File: src/rtl/core/pcr_pkg.sv
// Shared widths, codes and controller/datapath command types for the correlation block.
package pcr_pkg;

  localparam int FIELD_W   = 16;
  localparam int MSE_W     = 32;
  localparam int SP_W      = 33;
  localparam int SQ_W      = 47;
  localparam int SSE_W     = 49;
  localparam int MUL_W     = 64;
  localparam int DIG_W     = 16;
  localparam int PROD_W    = 128;
  localparam int SRCH_W    = 160;
  localparam int K_W       = 15;
  localparam int STEP_W    = 6;
  localparam int MUL_LAST  = 3;
  localparam int DIV_LAST  = SSE_W - 1;
  localparam int SQRT_LAST = 15;
  localparam int SRCH_TOP  = 13;
  localparam int L_SHIFT   = 30;

  localparam logic [2:0] JOB_NPP = 3'd0;
  localparam logic [2:0] JOB_PP  = 3'd1;
  localparam logic [2:0] JOB_NOO = 3'd2;
  localparam logic [2:0] JOB_OO  = 3'd3;
  localparam logic [2:0] JOB_NPO = 3'd4;
  localparam logic [2:0] JOB_PO  = 3'd5;
  localparam logic [2:0] JOB_AB  = 3'd6;
  localparam logic [2:0] JOB_CC  = 3'd7;

  typedef enum logic [3:0] {
    OP_NONE,
    OP_ACC,
    OP_MUL,
    OP_MWR,
    OP_ABC,
    OP_DIV,
    OP_SQRT,
    OP_SINIT,
    OP_SCAND,
    OP_SCMP,
    OP_CLR
  } op_e;

  typedef enum logic [3:0] {
    ST_IDLE,
    ST_MUL,
    ST_MWR,
    ST_ABC,
    ST_DIV,
    ST_SQRT,
    ST_SINIT,
    ST_SCAND,
    ST_SCMP,
    ST_OUT
  } st_e;

  typedef struct packed {
    op_e               op;
    logic [2:0]        job;
    logic [1:0]        digit;
    logic [STEP_W-1:0] step;
  } cmd_t;

endpackage

File: src/rtl/core/pcr_ctrl.sv
// Sequencer that steps the datapath through accumulation and the end-of-set math.
module pcr_ctrl import pcr_pkg::*; (
  input  logic clk_i,
  input  logic rst_ni,
  input  logic in_valid_i,
  input  logic in_last_i,
  input  logic out_ready_i,
  output logic in_ready_o,
  output logic out_valid_o,
  output cmd_t cmd_o
);

  st_e               state_q, state_d;
  logic [2:0]        job_q, job_d;
  logic [STEP_W-1:0] cnt_q, cnt_d;

  always_ff @(posedge clk_i or negedge rst_ni) begin
    if (!rst_ni) begin
      state_q <= ST_IDLE;
      job_q   <= '0;
      cnt_q   <= '0;
    end else begin
      state_q <= state_d;
      job_q   <= job_d;
      cnt_q   <= cnt_d;
    end
  end

  always_comb begin
    state_d = state_q;
    job_d   = job_q;
    cnt_d   = cnt_q;
    case (state_q)
      ST_IDLE: begin
        if (in_valid_i && in_last_i) begin
          state_d = ST_MUL;
          job_d   = JOB_NPP;
          cnt_d   = '0;
        end
      end
      ST_MUL: begin
        if (cnt_q == STEP_W'(MUL_LAST)) state_d = ST_MWR;
        else cnt_d = cnt_q + 1'b1;
      end
      ST_MWR: begin
        cnt_d = '0;
        if (job_q == JOB_PO) begin
          state_d = ST_ABC;
        end else if (job_q == JOB_CC) begin
          state_d = ST_DIV;
        end else begin
          state_d = ST_MUL;
          job_d   = job_q + 1'b1;
        end
      end
      ST_ABC: begin
        state_d = ST_MUL;
        job_d   = JOB_AB;
        cnt_d   = '0;
      end
      ST_DIV: begin
        if (cnt_q == STEP_W'(DIV_LAST)) begin
          state_d = ST_SQRT;
          cnt_d   = '0;
        end else begin
          cnt_d = cnt_q + 1'b1;
        end
      end
      ST_SQRT: begin
        if (cnt_q == STEP_W'(SQRT_LAST)) state_d = ST_SINIT;
        else cnt_d = cnt_q + 1'b1;
      end
      ST_SINIT: begin
        state_d = ST_SCAND;
        cnt_d   = STEP_W'(SRCH_TOP);
      end
      ST_SCAND: state_d = ST_SCMP;
      ST_SCMP: begin
        if (cnt_q == '0) begin
          state_d = ST_OUT;
        end else begin
          state_d = ST_SCAND;
          cnt_d   = cnt_q - 1'b1;
        end
      end
      ST_OUT: begin
        if (out_ready_i) state_d = ST_IDLE;
      end
      default: state_d = ST_IDLE;
    endcase
  end

  always_comb begin
    in_ready_o  = 1'b0;
    out_valid_o = 1'b0;
    cmd_o.op    = OP_NONE;
    cmd_o.job   = job_q;
    cmd_o.digit = cnt_q[1:0];
    cmd_o.step  = cnt_q;
    case (state_q)
      ST_IDLE: begin
        in_ready_o = 1'b1;
        if (in_valid_i) cmd_o.op = OP_ACC;
      end
      ST_MUL:   cmd_o.op = OP_MUL;
      ST_MWR:   cmd_o.op = OP_MWR;
      ST_ABC:   cmd_o.op = OP_ABC;
      ST_DIV:   cmd_o.op = OP_DIV;
      ST_SQRT:  cmd_o.op = OP_SQRT;
      ST_SINIT: cmd_o.op = OP_SINIT;
      ST_SCAND: cmd_o.op = OP_SCAND;
      ST_SCMP:  cmd_o.op = OP_SCMP;
      ST_OUT: begin
        out_valid_o = 1'b1;
        if (out_ready_i) cmd_o.op = OP_CLR;
      end
      default: cmd_o.op = OP_NONE;
    endcase
  end

endmodule

File: config.mk
export PLATFORM = sky130hd
export DESIGN_NAME = pcr_ctrl
export DESIGN_NICKNAME = d
export VERILOG_FILES = /design/src/rtl/core/pcr_pkg.sv /design/src/rtl/core/pcr_ctrl.sv
export SDC_FILE = /design/constraint.sdc
export NUM_CORES = 1
export LEC_CHECK = 0
export BUFFER_PORTS_ARGS = -buffer_cell sky130_fd_sc_hd__buf_2
export CAP_MARGIN = 0
export CORE_MARGIN = 2
export CORE_UTILIZATION = 50
export DETAILED_ROUTE_END_ITERATION = 10
export GPL_TIMING_DRIVEN = 0
export PLACE_DENSITY = 0.8
export SETUP_SLACK_MARGIN = 0.15
export SYNTH_ARGS = -nofsm -noshare
export SYNTH_HDL_FRONTEND = slang
export SYNTH_SLANG_ARGS = --single-unit
File: constraint.sdc
create_clock -name clk_i -period 1.7 [get_ports clk_i]
set_input_delay 0.17 -clock clk_i [delete_from_list [all_inputs] [get_ports clk_i]]
set_output_delay 0.17 -clock clk_i [all_outputs]
set_load 0.02 [all_outputs]
==> metrics.md <==
| Metric | Value |
|---|---|
| Pleak | 0.915 nW |
| Maximum number of pins on one net before global-route repair | 14 |
| Warnings, synthesis | 0 |
| Area taken by flip-flops and latches | 330 um2 |
| Root buffer cell | clkbuf_4 |
| Finished Cell Area | 2120 um2 |
| PwrDens | 1740 nW/um2 |
| # port buffers | 21 |
| Max clock buf depth | 2 |
| Row count | 18 |
| Critical path origin | cnt_q[1] |
| Vias per cell | 6.79 |
| Area Growth Syn to Fin | 66.8% |
| Drt drc | 0 |
| Critical Path End Type | flip-flop |
| Reg2Reg Depth | 7 |
| #FFs+latches synth | 13 |
| Clock-pin slew of the registers on the worst-case setup and hold paths | 100 ps |
| Die Span Y | 54.4 um |
| RSZ-0062 raised after global routing | true |
| Fin Setup TNS | -934 ps |
| Worst reg2reg path startpoint | cnt_q[1] |
| Ranking of synthesized cells by area | dfrtp_1 (26%), a21oi_1 (6.3%), ha_1 (5.9%) |
| First-pass GRT wire length | 6800 um |
| Tcrit/Tclk final | 1.11 |
| CP arrival | 2080 ps |
| Initial Util | 0.522 |
| Min-Delay Path Class | input pin to asynchronous set/reset pin |
| Via count | 1724 |
| Critical path, cell by cell | inv_4 -> ha_4 -> or3b_4 -> nor4_2 -> o32ai_1 -> nor2_1 -> a21oi_1 |
| Setup slack, reg-to-reg | -190 ps |
| GRT Util Overall | 0.323 |
| CTS tree | yes |
| # nets final | 235 |
| Initial DRC count | 154 |
| Post-synth EDFFs | 0 |
| Drt pass-1 iters | 6 |
| # clock sinks | 13 |
| Worst Setup Slack, final | -185 ps |
| WL per Instance | 22.7 um |
| CTS Buf Count | 3 |
| Count leader, synth | a21oi_1 |
| Startpoint Class | flip-flop |
| Pre-CTS setup slack | -138 ps |
| Gpl congestion | 0.921 |
| Max frequency | 530 MHz |
| Horiz. Die Dim | 54.4 um |
| Max-cap violation count | 0 |
| Yosys top cell area share | 0.256 |
| Global route overflow | 0 |
| Area leader, netlist | dfrtp_1 |
| Htree depth | 1 |
| Top cells by count, synth | a21oi_1 (16), nor3_1 (14), dfrtp_1 (13) |
| Net Count, Synth | 172 |
| Crit path largest cell delay | 460 ps |
| Post-Route WL | 5770 um |
| Placed Cells | 212 |
| Slew Limit Fails | 0 |
| Rel. slew slack | 0.689 |
| DRT antenna net count | 0 |
| Critical path type | flip-flop to flip-flop |
| Antenna violations before repair | 0 |
| Crit path max fanout | 4 |
| Slew @ Worst Pin | 465 ps |
| Reg2reg end | cnt_q[0] |
| Mean area per synthesized cell | 7.89 um2 |
| Outcome | finished with violations |
| Cells after Synth | 161 |
| Fill cell count | 114 |
| Minimum clock period | 1890 ps |
| Synth Flop Type | dfrtp_1 |
| Failing checks | negative setup slack |
| Seq/Total Area, Yosys | 0.256 |
| Placement Cell Area | 1470 um2 |
| VDD IR max | 1390 uV |
| Async SR Flop Fraction | 1.00 |
| Final setup fails | 9 |
| DIE AREA | 2960 um2 |
| Area occupied by multi-input gates | 1080 um2 |
| Synthesized area | 1270 um2 |
| Worst-Skew Late Latency | 310 ps |
| Hold Vio Cnt, Final | 0 |
| Max stage delay cell, worst path | dfrtp_2 |
| Share of layout cells above drive strength 1 | 0.570 |
| Count of different cell masters after synthesis | 46 |
| Worst path required time | 1890 ps |
| Core area | 2430 um2 |
| IO Pins | 22 |
| Hpwl dp | 2450 um |
| Clock Skews | 4.51 ps |
| Vias in the first global route | 1383 |
| Fin cells | 254 |
logic make-up (layout without fill, tap and decap cells):
| family | Yosys count | in the layout | synth area share |
|---|---|---|---|
| compound gates | 48 | 48 | 0.261 |
| flops | 13 | 13 | 0.256 |
| fa+ha+maj | 6 | 6 | 0.0591 |
| other cells | 0 | 1 | 0 |
| buf+inv | 24 | 86 | 0.103 |
| simple gates | 63 | 63 | 0.265 |
| mux | 2 | 2 | 0.0207 |
| xor+xnor | 5 | 5 | 0.0345 |
cell type report:
type,count,share of cell area
multi-input cells,124,0.511
well taps,30,0.0177
diodes,1,0.00118
flip-flops and latches,13,0.156
repair buffers,58,0.198
clock buffers,4,0.0124
inverters,11,0.0289
plain buffers,13,0.0750
worst max path at each step:
stage / slack, ps / end / cells after the start
2_1_floorplan: -40 / cnt_q[2] / 7
3_3_place_gp: -110 / cnt_q[2] / 7
3_5_place_dp: -140 / cnt_q[3] / 7
4_1_cts: -70 / cnt_q[3] / 7
5_1_grt: -250 / cnt_q[1] / 7
6_report: -190 / cnt_q[0] / 7
sequential cells by signal, summed over array words and instances, names as in the netlist:
| name | cells |
|---|---|
| cnt_q | 6 |
| job_q | 3 |
| state_q | 4 |
power by group:
group | switching [mW] | internal (mW)
Combinational | 1.57 | 1.37
Clock | 0.134 | 0.0918
Sequential | 0.129 | 0.398
Total | 1.83 | 1.86
through the flow:
| stage | total power, mW | utilization | hold slack [ps] |
|---|---|---|---|
| 5_1_grt | 3.82 | 0.870 | 313 |
| 3_5_place_dp | 2.19 | 0.603 | 91.0 |
| 3_3_place_gp | 2.15 | 0.603 | 81.7 |
| 6_report | 3.69 | 0.871 | 282 |
| 2_1_floorplan | 1.81 | - | -126 |
| 4_1_cts | 2.88 | 0.762 | 258 |
critical path, delay by kind of cell (launching register included):
family          cells  cell delay (ps)
fa+ha+maj           1              130
compound gates      2              250
buf+inv             1               80
simple gates        3              850
flops               1              460
per-layer routing:
metal | global-route usage | up-vias | part of all wire
met4 | 0.104 | 0 | 0.070
li1 | - | 709 | -
met5 | 0 | - | 0
met1 | 0.427 | 802 | 0.37
met3 | 0.0546 | 55 | 0.11
met2 | 0.534 | 158 | 0.45
cells in the final DEF, fill, tap and decap left out, types with 2 or more instances in the layout:
cell | synthesis | final
a21oi_1 | 16 | 13
nor4_4 | 0 | 2
o32ai_2 | 1 | 2
nand3_1 | 6 | 6
nor3_1 | 14 | 10
dfrtp_2 | 0 | 4
mux2_4 | 1 | 2
clkbuf_4 | 0 | 3
dfrtp_1 | 13 | 9
o22ai_1 | 5 | 4
a211oi_2 | 1 | 2
nor2_4 | 1 | 2
xnor2_1 | 3 | 2
nor3_2 | 2 | 5
o21ai_0 | 7 | 6
nor2_2 | 1 | 2
buf_6 | 3 | 8
nor2b_1 | 3 | 2
nor2_1 | 12 | 10
ha_4 | 0 | 4
o21a_1 | 2 | 2
and3_1 | 2 | 2
a41oi_1 | 2 | 2
inv_4 | 0 | 3
nand2b_4 | 0 | 4
a21oi_2 | 0 | 3
o32a_1 | 2 | 2
buf_4 | 3 | 39
buf_12 | 0 | 2
buf_8 | 0 | 4
inv_1 | 11 | 6
nand2_1 | 9 | 7
buf_2 | 6 | 17
timing repair:
| action | 4_1_cts | 5_1_grt |
|---|---|---|
| hold buffers | 1 | 0 |
| endpoints found under the hold margin | 13 | 0 |
| setup endpoints to repair | 17 | 17 |
| setup buffers | 24 | 11 |
| resized for setup | 44 | 34 |
| cloned | 1 | 0 |
| pin swaps | 14 | 12 |
No activity file was read; power rests on OpenSTA's default activity.
